### src/rtl/slxfr_pkg.sv
// ----------------------------------------------------------------------------
// slxfr_pkg
// Shared types and constants of the sync/length/XOR frame receiver.
// ----------------------------------------------------------------------------
package slxfr_pkg;

    localparam int unsigned BYTE_W     = 8;
    localparam int unsigned LEN_W      = 5;
    localparam int unsigned INDEX_W    = 4;
    localparam int unsigned CHAN_W     = 3;
    localparam int unsigned CFG_IDX_W  = 1;

    localparam logic [CFG_IDX_W-1:0] REG_SYNC_VALUE  = 1'd0;
    localparam logic [CFG_IDX_W-1:0] REG_MAX_PAYLOAD = 1'd1;

    localparam logic [BYTE_W-1:0] SYNC_RESET   = 8'hA4;
    localparam logic [LEN_W-1:0]  MAX_RESET    = 5'd16;
    localparam logic [BYTE_W-1:0] CHAN_MASK    = 8'h07;

    typedef enum logic [2:0] {
        PH_HUNT,
        PH_LENGTH,
        PH_ID,
        PH_DATA,
        PH_CHECK
    } t_phase;

    typedef struct packed {
        logic              bank;
        logic [BYTE_W-1:0] id;
        logic [LEN_W-1:0]  len;
        logic [CHAN_W-1:0] chan;
    } t_desc;

endpackage

### src/rtl/slxfr_ram.sv
// ----------------------------------------------------------------------------
// slxfr_ram
// Generic single-write, single-read RAM with registered read data.
// ----------------------------------------------------------------------------
module slxfr_ram #(
    parameter int unsigned WIDTH = 8,
    parameter int unsigned DEPTH = 32
) (
    input  logic                     i_clk,
    input  logic                     i_we,
    input  logic [$clog2(DEPTH)-1:0] i_waddr,
    input  logic [WIDTH-1:0]         i_wdata,
    input  logic                     i_re,
    input  logic [$clog2(DEPTH)-1:0] i_raddr,
    output logic [WIDTH-1:0]         o_rdata
);

    logic [WIDTH-1:0] r_mem [DEPTH];
    logic [WIDTH-1:0] r_rdata;

    always_ff @(posedge i_clk) begin
        if (i_we) begin
            r_mem[i_waddr] <= i_wdata;
        end
        if (i_re) begin
            r_rdata <= r_mem[i_raddr];
        end
    end

    assign o_rdata = r_rdata;

endmodule

### src/rtl/slxfr_front.sv
// ----------------------------------------------------------------------------
// slxfr_front
// Frame parser: hunts for sync, checks length, buffers payload, checks XOR.
// ----------------------------------------------------------------------------
module slxfr_front #(
    parameter int unsigned MAX_PAYLOAD_BYTES = 16
) (
    input  logic                                       i_clk,
    input  logic                                       i_rst_n,
    input  logic                                       i_cfg_we,
    input  logic [slxfr_pkg::CFG_IDX_W-1:0]            i_cfg_index,
    input  logic [slxfr_pkg::BYTE_W-1:0]               i_cfg_data,
    input  logic                                       i_valid,
    input  logic [slxfr_pkg::BYTE_W-1:0]               i_rx_byte,
    output logic                                       o_ram_we,
    output logic [$clog2(2*MAX_PAYLOAD_BYTES)-1:0]     o_ram_waddr,
    output logic [slxfr_pkg::BYTE_W-1:0]               o_ram_wdata,
    output logic                                       o_desc_push,
    output slxfr_pkg::t_desc                           o_desc
);

    localparam int unsigned AW    = $clog2(2 * MAX_PAYLOAD_BYTES);
    localparam int unsigned IDX_W = (MAX_PAYLOAD_BYTES > 1) ? $clog2(MAX_PAYLOAD_BYTES) : 1;
    localparam logic [AW-1:0] BANK_OFFSET = AW'(MAX_PAYLOAD_BYTES);
    localparam logic [5:0]    MAX_BYTES   = 6'(MAX_PAYLOAD_BYTES);

    slxfr_pkg::t_phase r_phase, n_phase;
    logic [slxfr_pkg::BYTE_W-1:0] r_sync, r_xor, n_xor, r_id, n_id;
    logic [slxfr_pkg::LEN_W-1:0]  r_max, r_len, n_len, r_cnt, n_cnt;
    logic [slxfr_pkg::CHAN_W-1:0] r_chan, n_chan;
    logic                         r_bank, n_bank;
    logic [5:0]                   eff_max;
    logic                         len_ok;
    logic [AW-1:0]                idx_addr;

    assign eff_max  = ({1'b0, r_max} > MAX_BYTES) ? MAX_BYTES : {1'b0, r_max};
    assign len_ok   = (i_rx_byte != '0) && (i_rx_byte <= {2'b00, eff_max});
    assign idx_addr = AW'(r_cnt[IDX_W-1:0]);

    assign o_ram_waddr = r_bank ? (BANK_OFFSET + idx_addr) : idx_addr;
    assign o_ram_wdata = i_rx_byte;

    always_ff @(posedge i_clk) begin
        if (!i_rst_n) begin
            r_sync <= slxfr_pkg::SYNC_RESET;
            r_max  <= slxfr_pkg::MAX_RESET;
        end else if (i_cfg_we) begin
            unique case (i_cfg_index)
                slxfr_pkg::REG_SYNC_VALUE:  r_sync <= i_cfg_data;
                slxfr_pkg::REG_MAX_PAYLOAD: r_max  <= i_cfg_data[slxfr_pkg::LEN_W-1:0];
                default: ;
            endcase
        end
    end

    always_ff @(posedge i_clk) begin
        if (!i_rst_n) begin
            r_phase <= slxfr_pkg::PH_HUNT;
            r_xor   <= slxfr_pkg::SYNC_RESET;
            r_len   <= '0;
            r_cnt   <= '0;
            r_id    <= '0;
            r_chan  <= '0;
            r_bank  <= 1'b0;
        end else begin
            r_phase <= n_phase;
            r_xor   <= n_xor;
            r_len   <= n_len;
            r_cnt   <= n_cnt;
            r_id    <= n_id;
            r_chan  <= n_chan;
            r_bank  <= n_bank;
        end
    end

    always_comb begin
        n_phase     = r_phase;
        n_xor       = r_xor;
        n_len       = r_len;
        n_cnt       = r_cnt;
        n_id        = r_id;
        n_chan      = r_chan;
        n_bank      = r_bank;
        o_ram_we    = 1'b0;
        o_desc_push = 1'b0;
        o_desc      = '{bank: r_bank, id: r_id, len: r_len, chan: r_chan};
        if (i_valid) begin
            unique case (r_phase)
                slxfr_pkg::PH_LENGTH: begin
                    if (!len_ok) begin
                        n_phase = slxfr_pkg::PH_HUNT;
                    end else begin
                        n_xor   = r_xor ^ i_rx_byte;
                        n_len   = i_rx_byte[slxfr_pkg::LEN_W-1:0];
                        n_cnt   = '0;
                        n_phase = slxfr_pkg::PH_ID;
                    end
                end
                slxfr_pkg::PH_ID: begin
                    n_id    = i_rx_byte;
                    n_xor   = r_xor ^ i_rx_byte;
                    n_phase = slxfr_pkg::PH_DATA;
                end
                slxfr_pkg::PH_DATA: begin
                    o_ram_we = 1'b1;
                    if (r_cnt == '0) begin
                        n_chan = slxfr_pkg::CHAN_W'(i_rx_byte & slxfr_pkg::CHAN_MASK);
                    end
                    n_xor = r_xor ^ i_rx_byte;
                    n_cnt = r_cnt + 1'b1;
                    if (n_cnt >= r_len) begin
                        n_phase = slxfr_pkg::PH_CHECK;
                    end
                end
                slxfr_pkg::PH_CHECK: begin
                    if (r_xor == i_rx_byte) begin
                        o_desc_push = 1'b1;
                        n_bank      = ~r_bank;
                    end
                    n_phase = slxfr_pkg::PH_HUNT;
                end
                default: begin
                    if (i_rx_byte == r_sync) begin
                        n_xor   = r_sync;
                        n_phase = slxfr_pkg::PH_LENGTH;
                    end else begin
                        n_phase = slxfr_pkg::PH_HUNT;
                    end
                end
            endcase
        end
    end

endmodule

### src/rtl/slxfr_queue.sv
// ----------------------------------------------------------------------------
// slxfr_queue
// Two-entry queue of frame descriptors between parser and emitter.
// ----------------------------------------------------------------------------
module slxfr_queue (
    input  logic             i_clk,
    input  logic             i_rst_n,
    input  logic             i_push,
    input  slxfr_pkg::t_desc i_desc,
    input  logic             i_pop,
    output slxfr_pkg::t_desc o_head,
    output logic             o_empty,
    output logic             o_full
);

    slxfr_pkg::t_desc r_q [2];
    logic             r_rd_ptr, r_wr_ptr;
    logic [1:0]       r_count, n_count;

    assign o_head  = r_q[r_rd_ptr];
    assign o_empty = (r_count == 2'd0);
    assign o_full  = (r_count == 2'd2);

    always_comb begin
        n_count = r_count;
        if (i_push && !i_pop) begin
            n_count = r_count + 2'd1;
        end else if (i_pop && !i_push) begin
            n_count = r_count - 2'd1;
        end
    end

    always_ff @(posedge i_clk) begin
        if (i_push) begin
            r_q[r_wr_ptr] <= i_desc;
        end
    end

    always_ff @(posedge i_clk) begin
        if (!i_rst_n) begin
            r_rd_ptr <= 1'b0;
            r_wr_ptr <= 1'b0;
            r_count  <= 2'd0;
        end else begin
            if (i_push) begin
                r_wr_ptr <= ~r_wr_ptr;
            end
            if (i_pop) begin
                r_rd_ptr <= ~r_rd_ptr;
            end
            r_count <= n_count;
        end
    end

endmodule

### src/rtl/slxfr_back.sv
// ----------------------------------------------------------------------------
// slxfr_back
// Emitter: walks a buffered frame and presents one payload word at a time.
// ----------------------------------------------------------------------------
module slxfr_back #(
    parameter int unsigned MAX_PAYLOAD_BYTES = 16
) (
    input  logic                                   i_clk,
    input  logic                                   i_rst_n,
    input  slxfr_pkg::t_desc                       i_head,
    input  logic                                   i_q_empty,
    output logic                                   o_q_pop,
    output logic                                   o_ram_re,
    output logic [$clog2(2*MAX_PAYLOAD_BYTES)-1:0] o_ram_raddr,
    input  logic [slxfr_pkg::BYTE_W-1:0]           i_ram_rdata,
    input  logic                                   i_pop,
    output logic                                   o_empty,
    output logic [slxfr_pkg::BYTE_W-1:0]           o_message_id,
    output logic [slxfr_pkg::BYTE_W-1:0]           o_payload_byte,
    output logic [slxfr_pkg::INDEX_W-1:0]          o_byte_index,
    output logic [slxfr_pkg::LEN_W-1:0]            o_payload_length,
    output logic [slxfr_pkg::CHAN_W-1:0]           o_channel,
    output logic                                   o_last_of_frame
);

    localparam int unsigned AW    = $clog2(2 * MAX_PAYLOAD_BYTES);
    localparam int unsigned IDX_W = (MAX_PAYLOAD_BYTES > 1) ? $clog2(MAX_PAYLOAD_BYTES) : 1;
    localparam logic [AW-1:0] BANK_OFFSET = AW'(MAX_PAYLOAD_BYTES);

    logic [slxfr_pkg::LEN_W-1:0]   r_idx;
    logic                          r_pend;
    logic                          r_out_valid;
    logic [slxfr_pkg::BYTE_W-1:0]  r_pend_id, r_out_id, r_out_byte;
    logic [slxfr_pkg::INDEX_W-1:0] r_pend_index, r_out_index;
    logic [slxfr_pkg::LEN_W-1:0]   r_pend_len, r_out_len;
    logic [slxfr_pkg::CHAN_W-1:0]  r_pend_chan, r_out_chan;
    logic                          r_pend_last, r_out_last;
    logic                          issue, is_last;
    logic [AW-1:0]                 idx_addr;

    assign issue    = !i_q_empty && !r_pend && (!r_out_valid || i_pop);
    assign is_last  = ((r_idx + 1'b1) == i_head.len);
    assign idx_addr = AW'(r_idx[IDX_W-1:0]);

    assign o_ram_re    = issue;
    assign o_ram_raddr = i_head.bank ? (BANK_OFFSET + idx_addr) : idx_addr;
    assign o_q_pop     = issue && is_last;

    always_ff @(posedge i_clk) begin
        if (!i_rst_n) begin
            r_idx       <= '0;
            r_pend      <= 1'b0;
            r_out_valid <= 1'b0;
        end else begin
            if (issue) begin
                r_idx <= is_last ? '0 : r_idx + 1'b1;
            end
            r_pend <= issue;
            if (r_pend) begin
                r_out_valid <= 1'b1;
            end else if (i_pop) begin
                r_out_valid <= 1'b0;
            end
        end
    end

    always_ff @(posedge i_clk) begin
        if (issue) begin
            r_pend_id    <= i_head.id;
            r_pend_index <= r_idx[slxfr_pkg::INDEX_W-1:0];
            r_pend_len   <= i_head.len;
            r_pend_chan  <= i_head.chan;
            r_pend_last  <= is_last;
        end
        if (r_pend) begin
            r_out_id    <= r_pend_id;
            r_out_byte  <= i_ram_rdata;
            r_out_index <= r_pend_index;
            r_out_len   <= r_pend_len;
            r_out_chan  <= r_pend_chan;
            r_out_last  <= r_pend_last;
        end
    end

    assign o_empty          = !r_out_valid;
    assign o_message_id     = r_out_id;
    assign o_payload_byte   = r_out_byte;
    assign o_byte_index     = r_out_index;
    assign o_payload_length = r_out_len;
    assign o_channel        = r_out_chan;
    assign o_last_of_frame  = r_out_last;

endmodule

### src/rtl/sync_length_xor_frame_receiver.sv
// ----------------------------------------------------------------------------
// sync_length_xor_frame_receiver
// Serial frame receiver with sync, length, id, payload and XOR checksum.
// ----------------------------------------------------------------------------
// Takes one received byte per cycle while not full. A parser hunts for the sync
// byte, checks the length, buffers the payload into one of two frame banks of a
// RAM and compares the checksum; a good frame is handed to the emitter through a
// two-entry descriptor queue, a bad one is dropped. Input is refused (full)
// only while both banks hold frames whose last payload word has not yet been
// read out. The emitter issues a read of the frame RAM only after the previous
// read has returned, and only while its output word is free or being popped.
// Configuration writes are always ready and apply from the next byte.
module sync_length_xor_frame_receiver #(
    parameter int unsigned MAX_PAYLOAD_BYTES = 16
) (
    input  logic                                i_clk,
    input  logic                                i_rst_n,
    input  logic                                i_cfg_valid,
    output logic                                o_cfg_ready,
    input  logic [slxfr_pkg::CFG_IDX_W-1:0]     i_cfg_index,
    input  logic [slxfr_pkg::BYTE_W-1:0]        i_cfg_data,
    input  logic                                push,
    output logic                                full,
    input  logic [slxfr_pkg::BYTE_W-1:0]        i_rx_byte,
    output logic                                empty,
    input  logic                                pop,
    output logic [slxfr_pkg::BYTE_W-1:0]        o_message_id,
    output logic [slxfr_pkg::BYTE_W-1:0]        o_payload_byte,
    output logic [slxfr_pkg::INDEX_W-1:0]       o_byte_index,
    output logic [slxfr_pkg::LEN_W-1:0]         o_payload_length,
    output logic [slxfr_pkg::CHAN_W-1:0]        o_channel,
    output logic                                o_last_of_frame
);

    localparam int unsigned DEPTH = 2 * MAX_PAYLOAD_BYTES;
    localparam int unsigned AW    = $clog2(DEPTH);

    logic                         q_full, q_empty, q_pop, desc_push;
    logic                         ram_we, ram_re;
    logic [AW-1:0]                ram_waddr, ram_raddr;
    logic [slxfr_pkg::BYTE_W-1:0] ram_wdata, ram_rdata;
    slxfr_pkg::t_desc             desc_in, desc_head;

    assign o_cfg_ready = 1'b1;
    assign full        = q_full;

    slxfr_front #(
        .MAX_PAYLOAD_BYTES(MAX_PAYLOAD_BYTES)
    ) u_front (
        .i_clk       (i_clk),
        .i_rst_n     (i_rst_n),
        .i_cfg_we    (i_cfg_valid),
        .i_cfg_index (i_cfg_index),
        .i_cfg_data  (i_cfg_data),
        .i_valid     (push && !q_full),
        .i_rx_byte   (i_rx_byte),
        .o_ram_we    (ram_we),
        .o_ram_waddr (ram_waddr),
        .o_ram_wdata (ram_wdata),
        .o_desc_push (desc_push),
        .o_desc      (desc_in)
    );

    slxfr_ram #(
        .WIDTH(slxfr_pkg::BYTE_W),
        .DEPTH(DEPTH)
    ) u_ram (
        .i_clk   (i_clk),
        .i_we    (ram_we),
        .i_waddr (ram_waddr),
        .i_wdata (ram_wdata),
        .i_re    (ram_re),
        .i_raddr (ram_raddr),
        .o_rdata (ram_rdata)
    );

    slxfr_queue u_queue (
        .i_clk   (i_clk),
        .i_rst_n (i_rst_n),
        .i_push  (desc_push),
        .i_desc  (desc_in),
        .i_pop   (q_pop),
        .o_head  (desc_head),
        .o_empty (q_empty),
        .o_full  (q_full)
    );

    slxfr_back #(
        .MAX_PAYLOAD_BYTES(MAX_PAYLOAD_BYTES)
    ) u_back (
        .i_clk            (i_clk),
        .i_rst_n          (i_rst_n),
        .i_head           (desc_head),
        .i_q_empty        (q_empty),
        .o_q_pop          (q_pop),
        .o_ram_re         (ram_re),
        .o_ram_raddr      (ram_raddr),
        .i_ram_rdata      (ram_rdata),
        .i_pop            (pop),
        .o_empty          (empty),
        .o_message_id     (o_message_id),
        .o_payload_byte   (o_payload_byte),
        .o_byte_index     (o_byte_index),
        .o_payload_length (o_payload_length),
        .o_channel        (o_channel),
        .o_last_of_frame  (o_last_of_frame)
    );

endmodule

### config.mk
export PLATFORM = sky130hd
export DESIGN_NAME = sync_length_xor_frame_receiver
export DESIGN_NICKNAME = d
export VERILOG_FILES = /design/src/rtl/slxfr_pkg.sv /design/src/rtl/slxfr_ram.sv /design/src/rtl/slxfr_front.sv /design/src/rtl/slxfr_queue.sv /design/src/rtl/slxfr_back.sv /design/src/rtl/sync_length_xor_frame_receiver.sv
export SDC_FILE = /design/constraint.sdc
export NUM_CORES = 1
export LEC_CHECK = 0
export BUFFER_PORTS_ARGS = -buffer_cell sky130_fd_sc_hd__clkbuf_2
export CORE_ASPECT_RATIO = 1.4
export CORE_MARGIN = 4
export CORE_UTILIZATION = 45
export CTS_BUF_LIST = sky130_fd_sc_hd__clkbuf_2 sky130_fd_sc_hd__clkbuf_4 sky130_fd_sc_hd__clkbuf_8
export DETAILED_ROUTE_END_ITERATION = 7
export GPL_ROUTABILITY_DRIVEN = 0
export GPL_TIMING_DRIVEN = 0
export SYNTH_ARGS = -nofsm -noshare
export SYNTH_HDL_FRONTEND = slang
export SYNTH_SLANG_ARGS = --single-unit
### constraint.sdc
create_clock -name i_clk -period 4.2 [get_ports i_clk]
set_input_delay 0.21 -clock i_clk [delete_from_list [all_inputs] [get_ports i_clk]]
set_output_delay 0.21 -clock i_clk [all_outputs]
set_load 0.02 [all_outputs]
# Word level (Yosys, flattened, before mapping)
# Memories as Yosys holds them, arrays and structs flattened. A register that Yosys moved wholly into a read port is not among the register bits.
# Cells that the tools add are included.
word_totals:
  elab_cells: 112
  ff_bits: 107
  inputBits: 22
  output_inout_bits: 32
  mem_count: 2
  ramBits: 290
classes:
  bitwise: 6
  addsub: 6
  n_eq_ne: 10
  n_reduce_logical: 31
  muxes: 28
  order_cmp: 3
memory_table:
  columns: ["memory", "words", "width", "read_ports", "rd_ports_with_merged_regs", "wr", "line", "source"]
  rows:
  - ["u_ram.r_mem", 32, 8, 1, 1, 1, "slxfr_ram.sv:18", "logic [WIDTH-1:0] r_mem [DEPTH];"]
  - ["u_queue.r_q", 2, 17, 1, 1, 1, "slxfr_queue.sv:16", "slxfr_pkg::t_desc r_q [2];"]
op_table:
  columns: ["op", "count"]
  rows:
  - ["two-way mux 5 bit", 5]
  - ["one-hot mux 8 bit (3 select lines)", 1]
  - ["== test 8 bit", 2]
  - ["two-way mux 8 bit", 2]
  - ["two-way mux 1 bit", 14]
  - ["one-hot mux 3 bit (4 select lines)", 1]
  - ["AND reduction 3 bit", 4]
  - ["adder 5 x 1 -> 5 bit (second input constant)", 2]
  - ["adder 5 x 4 -> 5 bit (first input constant)", 2]
  - ["one-hot mux 5 bit (2 select lines)", 1]
  - ["<= comparator 8 x 6 -> 1 bit", 1]
  - ["AND reduction 2 bit", 4]
  - ["nonzero test 8 bit", 1]
  - ["bitwise XOR 8 bit", 1]
  - ["logical AND 1 bit", 7]
  - ["== test 3 x 2 -> 1 bit (second input constant)", 2]
  - ["zero test 1 bit", 6]
  - ["two-way mux 2 bit", 3]
  - ["nonzero test 2 bit", 3]
  - ["== test 5 bit", 1]
  - [">= comparator 5 bit", 1]
  - ["greater-than comparator 5 bit (second input constant)", 1]
  - ["zero test 5 bit", 1]
  - ["NOT 1 bit", 5]
  - ["other kinds (12)", 13]

# Longest topological paths before layout
# Gate-level depths: netlist of run 1.
depth:
  ltp_word: 8
  depth_mapped: 11
  mapped_depth_nobuf: 10

# Hierarchy
# Synthesis of run 1 repeated with hierarchy kept, for this count alone.
hier_totals:
  cells_unflattened: 929
  area_unflattened_um2: 16226.8
by_module_without_submodules:
  columns: ["module", "area_per_inst_um2", "seq_area_each_um2", "instances", "cells_per_inst"]
  rows:
  - ["slxfr_ram", 10133.5, 7927.6, 1, 417]
  - ["slxfr_front", 2666.3, 920.9, 1, 328]
  - ["slxfr_back", 1958.1, 1641.6, 1, 106]
  - ["slxfr_queue", 1443.9, 1121.1, 1, 75]
  - ["sync_length_xor_frame_receiver", 25.0, 0.0, 1, 3]

# Worst setup path before layout of run 1
# Ideal clock, no wire load.
synth_path:
  kind: "register to register"
  from: "register u_back.r_pend"
  to: "register u_queue.r_count[1]"
  synth_period_minus_slack_ps: 2782
  required_ps: 4130
  path_buffers: 0
  stages_incl_launch_ff: 8
  slack_ps: 1418
  setup_time_ps: 70
  t_arrival_ps: 2711
  path_cell_list: "dfxtp_1 -> a21oi_1 -> o21ai_1 -> inv_1 -> nand2_2 -> ha_1 -> or3_1 -> a21oi_1"
synth_between:
  elab_chain_cells: 7
  elab_cells_between_ends: 9
  cone_classes: "mux: 1; reduce/logical: 8"
synth_lines:
  columns: ["element", "line", "source"]
  rows:
  - ["start, declared", "slxfr_back.sv:31", "logic r_pend;"]
  - ["start signal, assigned", "slxfr_back.sv:58", "r_pend <= issue;"]
  - ["zero test 1 bit *", "slxfr_back.sv:41", "assign issue = !i_q_empty && !r_pend && (!r_out_valid || i_pop);"]
  - ["logical AND 1 bit * (2 in a row)", "slxfr_back.sv:41", null]
  - ["via ram_re", "sync_length_xor_frame_receiver.sv:39", "logic ram_we, ram_re;"]
  - ["logical AND 1 bit *", "slxfr_back.sv:47", "assign o_q_pop = issue && is_last;"]
  - ["zero test 1 bit", "slxfr_queue.sv:26", "if (i_push && !i_pop) begin"]
  - ["logical AND 1 bit", "slxfr_queue.sv:26", null]
  - ["two-way mux 2 bit / nonzero test 2 bit (equally long branches)", null, null]
  - ["end signal, assigned", "slxfr_queue.sv:51", "r_count <= n_count;"]
  - ["end, declared", "slxfr_queue.sv:18", "logic [1:0] r_count, n_count;"]
# The timed path passes the listed nets; every way through them passes the cells marked *.
# A chain may end at the register's enable or synchronous reset.

# Final worst setup path of run 1
layout_path:
  from: "register u_back.r_idx[1] in the netlist's numbering"
  to: "register u_ram.r_rdata[7] (netlist: u_ram.o_rdata[7]), read port of u_ram.r_mem (data pin)"
layout_between:
  elab_chain_cells: 2
layout_lines:
  columns: ["element", "line", "source"]
  rows:
  - ["start, declared", "slxfr_back.sv:30", "logic [slxfr_pkg::LEN_W-1:0] r_idx;"]
  - ["start signal, assigned", "slxfr_back.sv:56", "r_idx <= is_last ? '0 : r_idx + 1'b1;"]
  - ["adder 5 x 4 -> 5 bit", "slxfr_back.sv:46", "assign o_ram_raddr = i_head.bank ? (BANK_OFFSET + idx_addr) : idx_addr;"]
  - ["two-way mux 5 bit *", "slxfr_back.sv:46", null]
  - ["end, declared", "slxfr_ram.sv:19", "logic [WIDTH-1:0] r_rdata;"]
# Mark *: on every way between the ends. The rest lies on a longest branch, timed or not.

==> results by group, run 1 <==
Global route
  • Vias in the first global route: 8,576
  • Global-route wire length before repair: 52,200 um
  • Congestion Overflow GR: 0
  • Maximum number of pins on one net before global-route repair: 39
  • GRT Resource Usage Total: 17.8%
  • Number of antenna violations at the first check in global routing: 0

Floorplan
  • Io pins: 54
  • Die area: 38,800 um^2
  • Total core area: 35,100 um^2
  • Initial standard-cell utilization of the core: 45.8%
  • Site Rows: 81
  • DIE HEIGHT: 232 um
  • Die extent in x: 168 um

Layout
  • Layout fillers: 2,928
  • Area of all sequential standard cells: 11,600 um^2
  • Total number of nets in the final design: 1,061
  • Proportion of layout cells with a drive suffix above 1: 26.2%
  • Antenna diodes: 0
  • Total area of multi-input combinational cells: 4170 um^2
  • Syn-to-layout area delta: 13.4%

STA
  • Transition time at the pin with the least slew margin: 1.29 ns
  • Top achievable clock speed: 297 MHz
  • Total negative slack for setup checks: 0 ns
  • Number of pins with negative max-slew slack in the final report: 0
  • Final-layout worst hold slack: 0.136 ns
  • Count of final hold-check violations: 0
  • Total of endpoints with negative setup slack in the final report: 0
  • Maximum clock skew at final layout: 0.0194 ns
  • Worst max-slew margin expressed relative to the limit: 13.1%
  • Minimum clock period: 3.36 ns
  • Period Utilization, post-route: 80.1%
  • Setup repair after global routing missed its margin: false

Synth
  • Warnings from Yosys: 0
  • Synth async-reset ratio: 0%
  • Syn Area/Cell: 17.9 um^2
  • Xor/xnor cell area share of the yosys netlist: 1.64%
  • Top_reg_cell synth: edfxtp_1
  • Simple-gate share of the synthesized area: 5.94%
  • Area share of the largest cell type after synthesis: 65.0%
  • Area leader, netlist: edfxtp_1
  • Share of synthesized area occupied by flip-flops and latches: 72.3%
  • Combinational family with the most area after synthesis: multiplexers
  • Portion of netlist area occupied by mux cells: 14.1%
  • Post-synth cell types: 57
  • Post-synthesis instance total: 896
  • Netlist area before placement: 16,100 um^2
  • Ranking of synthesized cells by area: edfxtp_1, mux4_2, dfxtp_1
  • Nets in the synthesized netlist: 934
  • Share of synthesized cell area in full adder, half adder and majority cells: 1.25%
  • Compound-Gate Fraction of Synth Area: 2.94%
  • Number of synthesized flops with an enable pin: 348
  • Count of state elements after synthesis: 406

Run status
  • Result of the run: completed

Pwr
  • Sum of internal, switching and leakage power: 7.58 mW
  • Leakage dissipation: 5.92 nW
  • Power per standard cell area: 416 nW/um^2
  • Peak supply drop: 0.000182 V

Flow run
  • Number of violations of the max-capacitance limit: 0

Min path
  • Worst min-delay path category: in -> reg

Worst setup path
  • Category of the critical setup timing path: reg -> reg
  • WP data required: 4.53 ns
  • Slowest CP cell: clkbuf_1
  • Family with the most delay on the worst path: multiplexers
  • CP peak stage delay: 0.69 ns
  • Critical path cell sequence: buf_1 -> clkbuf_1 -> mux4_2 -> mux4_2 -> mux2_2
  • Kind of start point of the critical path: register
  • Biggest fanout along the worst timing path: 10
  • Worst path most repeated cell: mux4_2
  • Data arrival at the endpoint of the critical path: 3.69 ns
  • Critical path endpoint category: register
  • Buf+Inv Stages, Crit Path: 2

Placed design
  • Placed wire-length estimate after detailed placement: 22,600 um
  • Port Buffer Count: 50

Route
  • Wirelength per Cell: 22.3 um
  • Post-route DRC violation count: 0
  • Detailed-routing iteration count for the pre-antenna-repair pass: 4
  • 1st-iter DRT viols: 462
  • Routed wire length: 34,100 um
  • Post-route antenna net violation count: 0
  • Vias per cell: 5.36
  • Total via count after detailed routing: 8,180

CTS
  • Postcts setup bufs: 0
  • Clock insertion delay at the later pin of the skew report: 0.60 ns
  • Register clock-pin slew on the reported worst setup and hold paths: 0.06 ns
  • Max clock buf depth: 3
  • Number of buffers added to fix hold violations after cts: 13
  • Resize count post-CTS: 0
  • Number of H-tree branching levels: 2
  • CTS buffer count: 59
  • TritonCTS clock tree: yes
  • Total number of clock tree sinks: 406
  • Clock tree root buffer cell: clkbuf_8
## path summary, 6_finish.rpt
path                    startpoint                       end  slack (ns)  depth (start not counted)
hold reg to reg   u_ram.o_rdata[1]  u_back.o_payload_byte[1]        0.42                          0
hold / removal             i_rst_n          u_front.r_xor[2]        0.14                          3
setup reg to reg   u_back.r_idx[1]          u_ram.o_rdata[7]        0.84                          5
setup / recovery   u_back.r_idx[1]          u_ram.o_rdata[7]        0.84                          5
## layout by cell type (no fill, tap or decap), types with 6 or more instances in the layout
master,instances
dlygate4sd3_1,13
nor2_1,74
xor2_1,10
o21ai_0,8
ha_1,16
clkinv_2,10
mux2i_1,18
clkbuf_4,16
buf_2,9
inv_1,14
mux2_2,22
nand3_1,15
nand2_1,43
nand2b_1,6
clkinv_1,20
clkbuf_8,62
edfxtp_1,348
clkbuf_1,29
xnor2_1,20
a21oi_1,28
mux4_2,80
clkbuf_2,50
dfxtp_1,57
## stage by stage
stage | setup WS (ns) | cell area, um^2 | util (%) | cells
2_1_floorplan | 1.42 | 16100 | - | 896
3_3_place_gp | 0.0344 | 16900 | 48.2 | 1402
3_5_place_dp | 0.400 | 16900 | 48.2 | 1403
4_1_cts | 0.738 | 18200 | 51.8 | 1525
5_1_grt | 0.705 | 18200 | 52.0 | 1527
6_report | 0.836 | 18200 | 52.0 | 1527
## synth_stat cells, types with 2 or more instances
cell,number
a32o_1,3
or3_1,3
o21ai_0,8
o21ai_1,4
or4_1,2
o211a_1,2
buf_2,9
buf_1,3
nor2b_1,6
a21o_1,4
a211oi_1,3
nand2b_1,6
mux2_4,2
edfxtp_1,348
nand4_1,4
nand4b_1,2
ha_1,16
nand3_1,15
a31oi_1,2
nor3_1,6
a21oi_1,28
clkbuf_1,29
mux2i_1,18
o211ai_1,4
nand2_1,43
nand3b_1,5
o31ai_1,4
xnor2_1,20
and2_1,3
xor2_1,10
inv_1,14
nor3b_1,4
buf_6,5
nor4b_4,2
dfxtp_1,58
buf_4,2
mux4_2,80
nand2_2,2
o32a_1,2
mux2_2,22
nor2_1,74
or3b_2,4
## logic make-up after synthesis
| family | after synthesis |
|---|---|
| AO/OA/AOI/OAI | 71 |
| XOR/XNOR | 30 |
| adder cells (fa/ha/maj) | 16 |
| buffers and inverters | 63 |
| flip-flops | 406 |
| multiplexers | 122 |
| other | 1 |
| AND/OR/NAND/NOR | 187 |
## where the power goes
group	internal [mW]	leakage, nW	switching (mW)
Clock	1.62	0.614	1.44
Sequential	4.36	3.63	0.00691
Combinational	0.0447	1.68	0.107
Total	6.03	5.92	1.55
## worst reg2reg max path, cell delays in order (launching register included)
cell	delay, ns
dfxtp_1	0.55
buf_1	0.51
clkbuf_1	0.70
mux4_2	0.46
mux4_2	0.55
mux2_2	0.34
## sequential cells by signal (all words and copies together), names as in the netlist, 5 cells and up, named ones only
signal                   cells
u_back.o_message_id          8
u_back.r_pend_len            5
u_back.o_payload_byte        8
u_front.r_len                5
u_front.r_xor                8
u_back.r_idx                 5
u_queue.r_q                 34
u_front.r_id                 8
u_ram.r_mem                256
u_front.r_cnt                5
u_back.o_payload_length      5
u_front.r_sync               8
u_back.r_pend_id             8
u_ram.o_rdata                8
u_front.r_max                5
## routing by layer
metal	share of wire (%)	track usage (%)
met2	54	32.8
met5	0	0
met4	2.5	5.53
met1	38	21.2
met3	4.6	3.29
## area by class of cell
class                      count  share of cell area, %
buffer                        49                   1.38
clock buffer                  77                   5.30
clock inverter                32                   1.02
inverter                      14                  0.288
multi-input combinational    427                   22.9
sequential                   406                   63.7
tap                          456                   3.13
timing repair buffer          66                   2.32
Power figures use the tool's default switching activity.
==> run 2, diff against run 1 <==
==> constraint.sdc (replaced) <==
create_clock -name i_clk -period 2.97 [get_ports i_clk]
set_input_delay 0.1485 -clock i_clk [delete_from_list [all_inputs] [get_ports i_clk]]
set_output_delay 0.1485 -clock i_clk [all_outputs]
set_load 0.02 [all_outputs]
==> run 2 against run 1 <==
Count of clock-buffer cells in the layout unchanged. Clock skew shrank 0.0026 ns. Global-route usage rose by 0.12 points. Clock power up 41%. Sequential cell count is the same. Sequential power up 41%. Largest power group unchanged. Worst setup slack got worse by 0.76 ns. Combinational power rose by 42%.
==> results by group, run 2 (synthesized netlist as in run 1, its figures left out) <==
Route
  • 1st-iter DRT viols: 468 (was 462)
  • Wirelength per Cell: 22.5 um (was 22.3 um)
  • Detailed-routing iteration count for the pre-antenna-repair pass: 5 (was 4)
  • Post-route DRC violation count: 0 (unchanged)
  • Vias per cell: 5.38 (was 5.36)
  • Post-route antenna net violation count: 0 (unchanged)
  • Total via count after detailed routing: 8,223 (was 8,180)
  • Routed wire length: 34,300 um (was 34,100 um)

Global route
  • GRT Resource Usage Total: 17.9% (was 17.8%)
  • Global-route wire length before repair: 52,500 um (was 52,200 um)
  • Vias in the first global route: 8,611 (was 8,576)
  • Number of antenna violations at the first check in global routing: 0 (unchanged)
  • Maximum number of pins on one net before global-route repair: 39 (unchanged)
  • Congestion Overflow GR: 0 (unchanged)

Pwr
  • Power per standard cell area: 587 nW/um^2 (was 416 nW/um^2)
  • Peak supply drop: 0.000259 V (was 0.000182 V)
  • Leakage dissipation: 5.93 nW (was 5.92 nW)

CTS
  • TritonCTS clock tree: yes (unchanged)
  • Register clock-pin slew on the reported worst setup and hold paths: 0.06 ns (about the same)
  • Max clock buf depth: 3 (unchanged)
  • Clock insertion delay at the later pin of the skew report: 0.60 ns (about the same)
  • Total number of clock tree sinks: 406 (unchanged)
  • Number of H-tree branching levels: 2 (unchanged)
  • Clock tree root buffer cell: clkbuf_8 (unchanged)
  • CTS buffer count: 59 (unchanged)

Flow run
  • Number of violations of the max-capacitance limit: 0 (unchanged)

Worst setup path
  • R2R cell count: 9 (was 5)
  • Critical path cell sequence: ha_1 -> xor2_1 -> xnor2_1 -> nand4b_1 -> nor4b_4 -> nand2_2 -> ha_1 -> or3_1 -> a21oi_1 (was buf_1 -> clkbuf_1 -> mux4_2 -> mux4_2 -> mux2_2)
  • Category of the critical setup timing path: reg -> reg (unchanged)
  • Kind of start point of the critical path: register (unchanged)
  • Worst path most repeated cell: ha_1 (was mux4_2)
  • Slowest CP cell: dfxtp_1 (was clkbuf_1)
  • FF-to-FF setup slack: 0.08 ns (was 0.84 ns)
  • Critical Path Start: u_back.r_idx[1] (unchanged)
  • Number of cells on the critical path: 9 (was 5)
  • Critical path endpoint category: register (unchanged)
  • Buf+Inv Stages, Crit Path: 0 (was 2)
  • Critical path capture point: u_queue.r_count[1] (was u_ram.o_rdata[7])
  • WP data required: 3.50 ns (was 4.53 ns)
  • Data arrival at the endpoint of the critical path: 3.42 ns (was 3.69 ns)
  • Worst reg2reg startpoint: u_back.r_idx[1] (unchanged)
  • Biggest fanout along the worst timing path: 7 (was 10)
  • Critical register-to-register path endpoint: u_queue.r_count[1] (was u_ram.o_rdata[7])
  • Family with the most delay on the worst path: simple AND/OR/NAND/NOR gates (was multiplexers)
  • CP peak stage delay: 0.55 ns (was 0.69 ns)

Layout
  • Proportion of layout cells with a drive suffix above 1: 27.3% (was 26.2%)
  • Most flop-heavy register: u_ram.r_mem (unchanged)
  • Syn-to-layout area delta: 13.7% (was 13.4%)
  • Final non-filler cell area: 18,300 um^2 (was 18,200 um^2)
  • Final design utilization: 52.1% (was 52.0%)
  • Antenna diodes: 0 (unchanged)
  • Total number of nets in the final design: 1,062 (was 1,061)
  • Registers with the highest flip-flop counts: u_ram.r_mem: 256 flops, u_queue.r_q: 34 flops (unchanged)
  • Commonest non-fill, non-tap cell in the layout: edfxtp_1 (unchanged)
  • Top library cells by usage in the layout, fill and taps aside: edfxtp_1, mux4_2, nor2_1 (unchanged)
  • Number of flip-flops under the largest register name: 256 (unchanged)

STA
  • Period Utilization, post-route: 97.4% (was 80.1%)
  • Minimum clock period: 2.89 ns (was 3.36 ns)
  • Number of pins with negative max-slew slack in the final report: 0 (unchanged)
  • Count of final hold-check violations: 0 (unchanged)
  • Total negative slack for setup checks: 0 ns (unchanged)
  • Maximum clock skew at final layout: 0.0167 ns (was 0.0194 ns)
  • Worst max-slew margin expressed relative to the limit: 34.3% (was 13.1%)
  • Total of endpoints with negative setup slack in the final report: 0 (unchanged)
  • Setup repair after global routing missed its margin: true (was false)
  • Final-layout worst hold slack: 0.303 ns (was 0.136 ns)
  • Top achievable clock speed: 346 MHz (was 297 MHz)
  • Transition time at the pin with the least slew margin: 0.986 ns (was 1.29 ns)

Placed design
  • Placed wire-length estimate after detailed placement: 22,600 um (unchanged)
  • Port Buffer Count: 50 (unchanged)
  • Standard cell area after detailed placement: 16,900 um^2 (unchanged)

Floorplan
  • Total core area: 35,100 um^2 (unchanged)
  • Io pins: 54 (unchanged)
  • Die area: 38,800 um^2 (unchanged)
  • Die extent in x: 168 um (unchanged)
  • Site Rows: 81 (unchanged)
  • Initial standard-cell utilization of the core: 45.8% (unchanged)
  • DIE HEIGHT: 232 um (unchanged)

Run status
  • Result of the run: completed (unchanged)

Min path
  • Worst min-delay path category: in -> reg (unchanged)
  • Worst Hold Depth: 1 (was 3)
## run 2: cell count changes in the layout (fill, tap and decap cells not counted), moves of 2 or more
cell        delta
clkbuf_1       -4
clkbuf_2       +4
clkinvlp_4     +2
nor3_1         -3
nor3_2         +3
## run 2: how the worst min path moves through the flow
stage | startpoint | endpoint
4_1_cts | i_cfg_data[7] | u_front.r_sync[7]
5_1_grt | i_rx_byte[5] | u_ram.r_mem[6][5]
2_1_floorplan | i_rx_byte[0] | u_ram.r_mem[0][0]
3_5_place_dp | i_cfg_data[7] | u_front.r_sync[7]
3_3_place_gp | i_cfg_data[7] | u_front.r_sync[7]
6_report | i_rx_byte[5] | u_ram.r_mem[6][5]
## run 2: area by class of cell
type / instances / area, um^2
fillers: 2923 / 16800
inverters: 14 / 56.3
repair buffers: 66 / 405
clock inverters: 32 / 185
well taps: 456 / 571
multi-input cells: 427 / 4200
plain buffers: 49 / 258
flip-flops and latches: 406 / 11600
repair inverters: 1 / 7.51
clock buffers: 77 / 966
## run 2: power breakdown
part	switching (mW)	total [mW]	internal [mW]
combinational	0.152	0.216	0.0641
clock	2.03	4.32	2.29
sequential	0.00980	6.18	6.17
total	2.19	10.7	8.52
## run 2: per-layer routing
metal,up-vias,routed length [um],global-route usage [%]
met5,-,0,0
met4,0,977,5.91
met3,62,1450,3.24
met2,175,18600,32.9
met1,4214,13300,21.3
li1,3772,-,-
## run 2: timing repair
item / 4_1_cts / 5_1_grt
hold endpoints to repair: 18 / 0
setup endpoints to repair: 73 / 39
buffers inserted: 1 / 0
hold buffers: 14 / 0
resized for setup: 14 / 3
gates cloned: 1 / 0
## run 2: per-stage QoR
step / power (mW) / instances / worst slack [ns]
2_1_floorplan: 6.39 / 896 / 0.188
4_1_cts: 10.9 / 1528 / 0.0181
5_1_grt: 11.1 / 1528 / -0.144
3_5_place_dp: 6.51 / 1403 / -0.769
3_3_place_gp: 6.50 / 1402 / -1.13
6_report: 10.7 / 1528 / 0.0783
==> run 3, diff against run 2 <==
--- a/config.mk
+++ b/config.mk
@@ -13,6 +13,7 @@
 export DETAILED_ROUTE_END_ITERATION = 7
 export GPL_ROUTABILITY_DRIVEN = 0
 export GPL_TIMING_DRIVEN = 0
+export PLACE_DENSITY_LB_ADDON = 0.1
 export SYNTH_ARGS = -nofsm -noshare
 export SYNTH_HDL_FRONTEND = slang
 export SYNTH_SLANG_ARGS = --single-unit
==> run 3 against run 2 <==
Register-to-register slack improved by 0.06 ns. Critical path depth shrank 3. Clock skew grew 0.015 ns. Highest routed layer unchanged. Critical endpoint is now u_ram.r_mem[24][0]. Worst setup slack gained 0.062 ns. Cell area rose by 0.38%.
==> results by group, run 3 (synthesized netlist as in run 1, its figures left out) <==
Layout
  • Syn-to-layout area delta: 14.1% (was 13.7%)
  • Most flop-heavy register: u_ram.r_mem (unchanged)
  • Proportion of layout cells with a drive suffix above 1: 28.2% (was 27.3%)
  • Registers with the highest flip-flop counts: u_ram.r_mem: 256 flops, u_queue.r_q: 34 flops (unchanged)
  • Total number of nets in the final design: 1,063 (was 1,062)
  • Total area of multi-input combinational cells: 4190 um^2 (was 4200 um^2)
  • Number of flip-flops under the largest register name: 256 (unchanged)
  • Commonest non-fill, non-tap cell in the layout: edfxtp_1 (unchanged)
  • Top library cells by usage in the layout, fill and taps aside: edfxtp_1, mux4_2, nor2_1 (unchanged)
  • Area of all sequential standard cells: 11,600 um^2 (about the same)
  • Layout fillers: 2,940 (was 2,923)
  • Final design utilization: 52.3% (was 52.1%)
  • Antenna diodes: 0 (unchanged)
  • Final non-filler cell area: 18,300 um^2 (about the same)
  • Number of standard cells in the final layout excluding fillers: 1,530 (was 1,528)

Placed design
  • Standard cell area after detailed placement: 16,900 um^2 (about the same)
  • Placed wire-length estimate after detailed placement: 23,500 um (was 22,600 um)
  • Port Buffer Count: 50 (unchanged)
  • Number of cells in the design after placement: 1,403 (unchanged)

Floorplan
  • Io pins: 54 (unchanged)
  • Initial standard-cell utilization of the core: 45.8% (unchanged)
  • Die extent in x: 168 um (unchanged)
  • Total core area: 35,100 um^2 (unchanged)
  • Die area: 38,800 um^2 (unchanged)
  • Site Rows: 81 (unchanged)
  • DIE HEIGHT: 232 um (unchanged)

CTS
  • Clock insertion delay at the later pin of the skew report: 0.62 ns (was 0.60 ns)
  • Total number of clock tree sinks: 406 (unchanged)
  • Register clock-pin slew on the reported worst setup and hold paths: 0.06 ns (about the same)
  • Max clock buf depth: 3 (unchanged)
  • Clock tree root buffer cell: clkbuf_8 (unchanged)
  • Number of H-tree branching levels: 2 (unchanged)
  • CTS buffer count: 59 (unchanged)
  • TritonCTS clock tree: yes (unchanged)

STA
  • Period Utilization, post-route: 95.3% (was 97.4%)
  • Final-layout worst hold slack: 0.269 ns (was 0.303 ns)
  • Count of final hold-check violations: 0 (unchanged)
  • Number of pins with negative max-slew slack in the final report: 0 (unchanged)
  • Total of endpoints with negative setup slack in the final report: 0 (unchanged)
  • Worst max-slew margin expressed relative to the limit: 38.6% (was 34.3%)
  • Maximum clock skew at final layout: 0.0318 ns (was 0.0167 ns)
  • Setup repair after global routing missed its margin: true (unchanged)
  • Transition time at the pin with the least slew margin: 0.921 ns (was 0.986 ns)
  • Minimum clock period: 2.83 ns (was 2.89 ns)
  • Top achievable clock speed: 353 MHz (was 346 MHz)

Pwr
  • Switching pwr: 2.24 mW (was 2.19 mW)
  • Internal power summed over all cells: 8.64 mW (was 8.52 mW)
  • Leakage dissipation: 5.98 nW (was 5.93 nW)
  • Peak supply drop: 0.000363 V (was 0.000259 V)
  • Power per standard cell area: 593 nW/um^2 (was 587 nW/um^2)
  • Switching share of power: 20.6% (was 20.5%)
  • Clock network fraction of total power: 41.2% (was 40.3%)
  • Portion of total power attributed to sequential cells: 56.8% (was 57.7%)
  • Combinational share of power: 2.0% (about the same)

Route
  • Met3 Wirelength: 1480 um (was 1450 um)
  • Routed wire length: 35,400 um (was 34,300 um)
  • Post-route DRC violation count: 0 (unchanged)
  • 1st-iter DRT viols: 468 (unchanged)
  • Top routing layer in use: met4 (unchanged)
  • Detailed-routing iteration count for the pre-antenna-repair pass: 7 (was 5)
  • Met1 Wirelength: 14,000 um (was 13,300 um)
  • Post-route antenna net violation count: 0 (unchanged)
  • Vias per cell: 5.39 (was 5.38)
  • Total via count after detailed routing: 8,252 (was 8,223)
  • Met2 Routed Length: 18,700 um (was 18,600 um)
  • Wirelength per Cell: 23.1 um (was 22.5 um)

Global route
  • Vias in the first global route: 8,574 (was 8,611)
  • GRT Resource Usage Total: 18.4% (was 17.9%)
  • Number of antenna violations at the first check in global routing: 0 (unchanged)
  • Maximum number of pins on one net before global-route repair: 39 (unchanged)
  • Global-route wire length before repair: 53,600 um (was 52,500 um)
  • Congestion Overflow GR: 0 (unchanged)

Worst setup path
  • R2R cell count: 6 (was 9)
  • Critical path endpoint category: register (unchanged)
  • Category of the critical setup timing path: reg -> reg (unchanged)
  • Biggest fanout along the worst timing path: 10 (was 7)
  • Kind of start point of the critical path: register (unchanged)
  • Data arrival at the endpoint of the critical path: 3.06 ns (was 3.42 ns)
  • WP data required: 3.20 ns (was 3.50 ns)

Run status
  • Result of the run: completed (unchanged)

Min path
  • Worst Hold Depth: 1 (unchanged)
  • Worst min-delay path category: in -> reg (unchanged)

Flow run
  • Number of violations of the max-capacitance limit: 0 (unchanged)
## run 3: changes by cell type in the layout (fill, tap and decap cells not counted), sizes merged
cell	before	now
clkinvlp	2	1
buf	22	24
clkbuf	156	163
inv	13	16
clkinv	30	21
## run 3: critical path, stage by stage (launching register included)
cell,delay (ns)
dfxtp_1,0.30
buf_2,0.16
nand3b_1,0.27
nor3b_4,0.47
nand2_2,0.24
or2_4,0.34
nor2_1,0.69
## run 3: area by class of cell
type | instances | share of cell area, %
clock inverter | 26 | 0.956
clock buffer | 84 | 5.59
buffer | 49 | 1.41
multi-input combinational | 427 | 22.9
timing repair buffer | 68 | 2.40
sequential | 406 | 63.4
inverter | 14 | 0.300
tap | 456 | 3.11
## run 3: per-stage QoR
stage          total power, mW  TNS [ns]  setup slack, ns
2_1_floorplan             6.39         0            0.188
3_3_place_gp              6.50    -69.72            -1.41
3_5_place_dp              6.51    -33.33           -0.749
4_1_cts                   11.0         0        0.0000109
5_1_grt                   11.3    -0.873          -0.0638
6_report                  10.9         0            0.140
## run 3: layer usage
| metal | GRT usage (%) | up-vias |
|---|---|---|
| met5 | 0 | - |
| met1 | 22.3 | 4208 |
| met2 | 33.0 | 202 |
| li1 | - | 3770 |
| met4 | 6.85 | 0 |
| met3 | 3.34 | 72 |
## run 3: power by group through the flow
stage               clock network [mW]  registers [mW]  logic, mW
CTS                               4.62            6.18      0.222
detailed placement                   0            6.30      0.208
finish                            4.48            6.18      0.218
floorplan                            0            6.30     0.0908
global route                      4.87            6.18      0.242
global placement                     0            6.30      0.204
## run 3: worst paths after layout
path / to / from / slack [ns]
worst max-delay path: u_ram.r_mem[24][0] / u_front.r_phase[2] / 0.14
worst min-delay path: u_ram.r_mem[14][0] / i_rx_byte[0] / 0.27
worst max register to register: u_ram.r_mem[24][0] / u_front.r_phase[2] / 0.14
worst min register to register: u_back.o_payload_byte[4] / u_ram.o_rdata[4] / 0.42
## run 3: repair_timing
item / 4_1_cts / 5_1_grt
cloned: 0 / 0
gates resized for setup: 11 / 7
setup buffers: 0 / 3
endpoints found under the hold margin: 19 / 0
setup endpoints to repair: 67 / 30
pin swaps: 0 / 1
hold buffers: 14 / 0
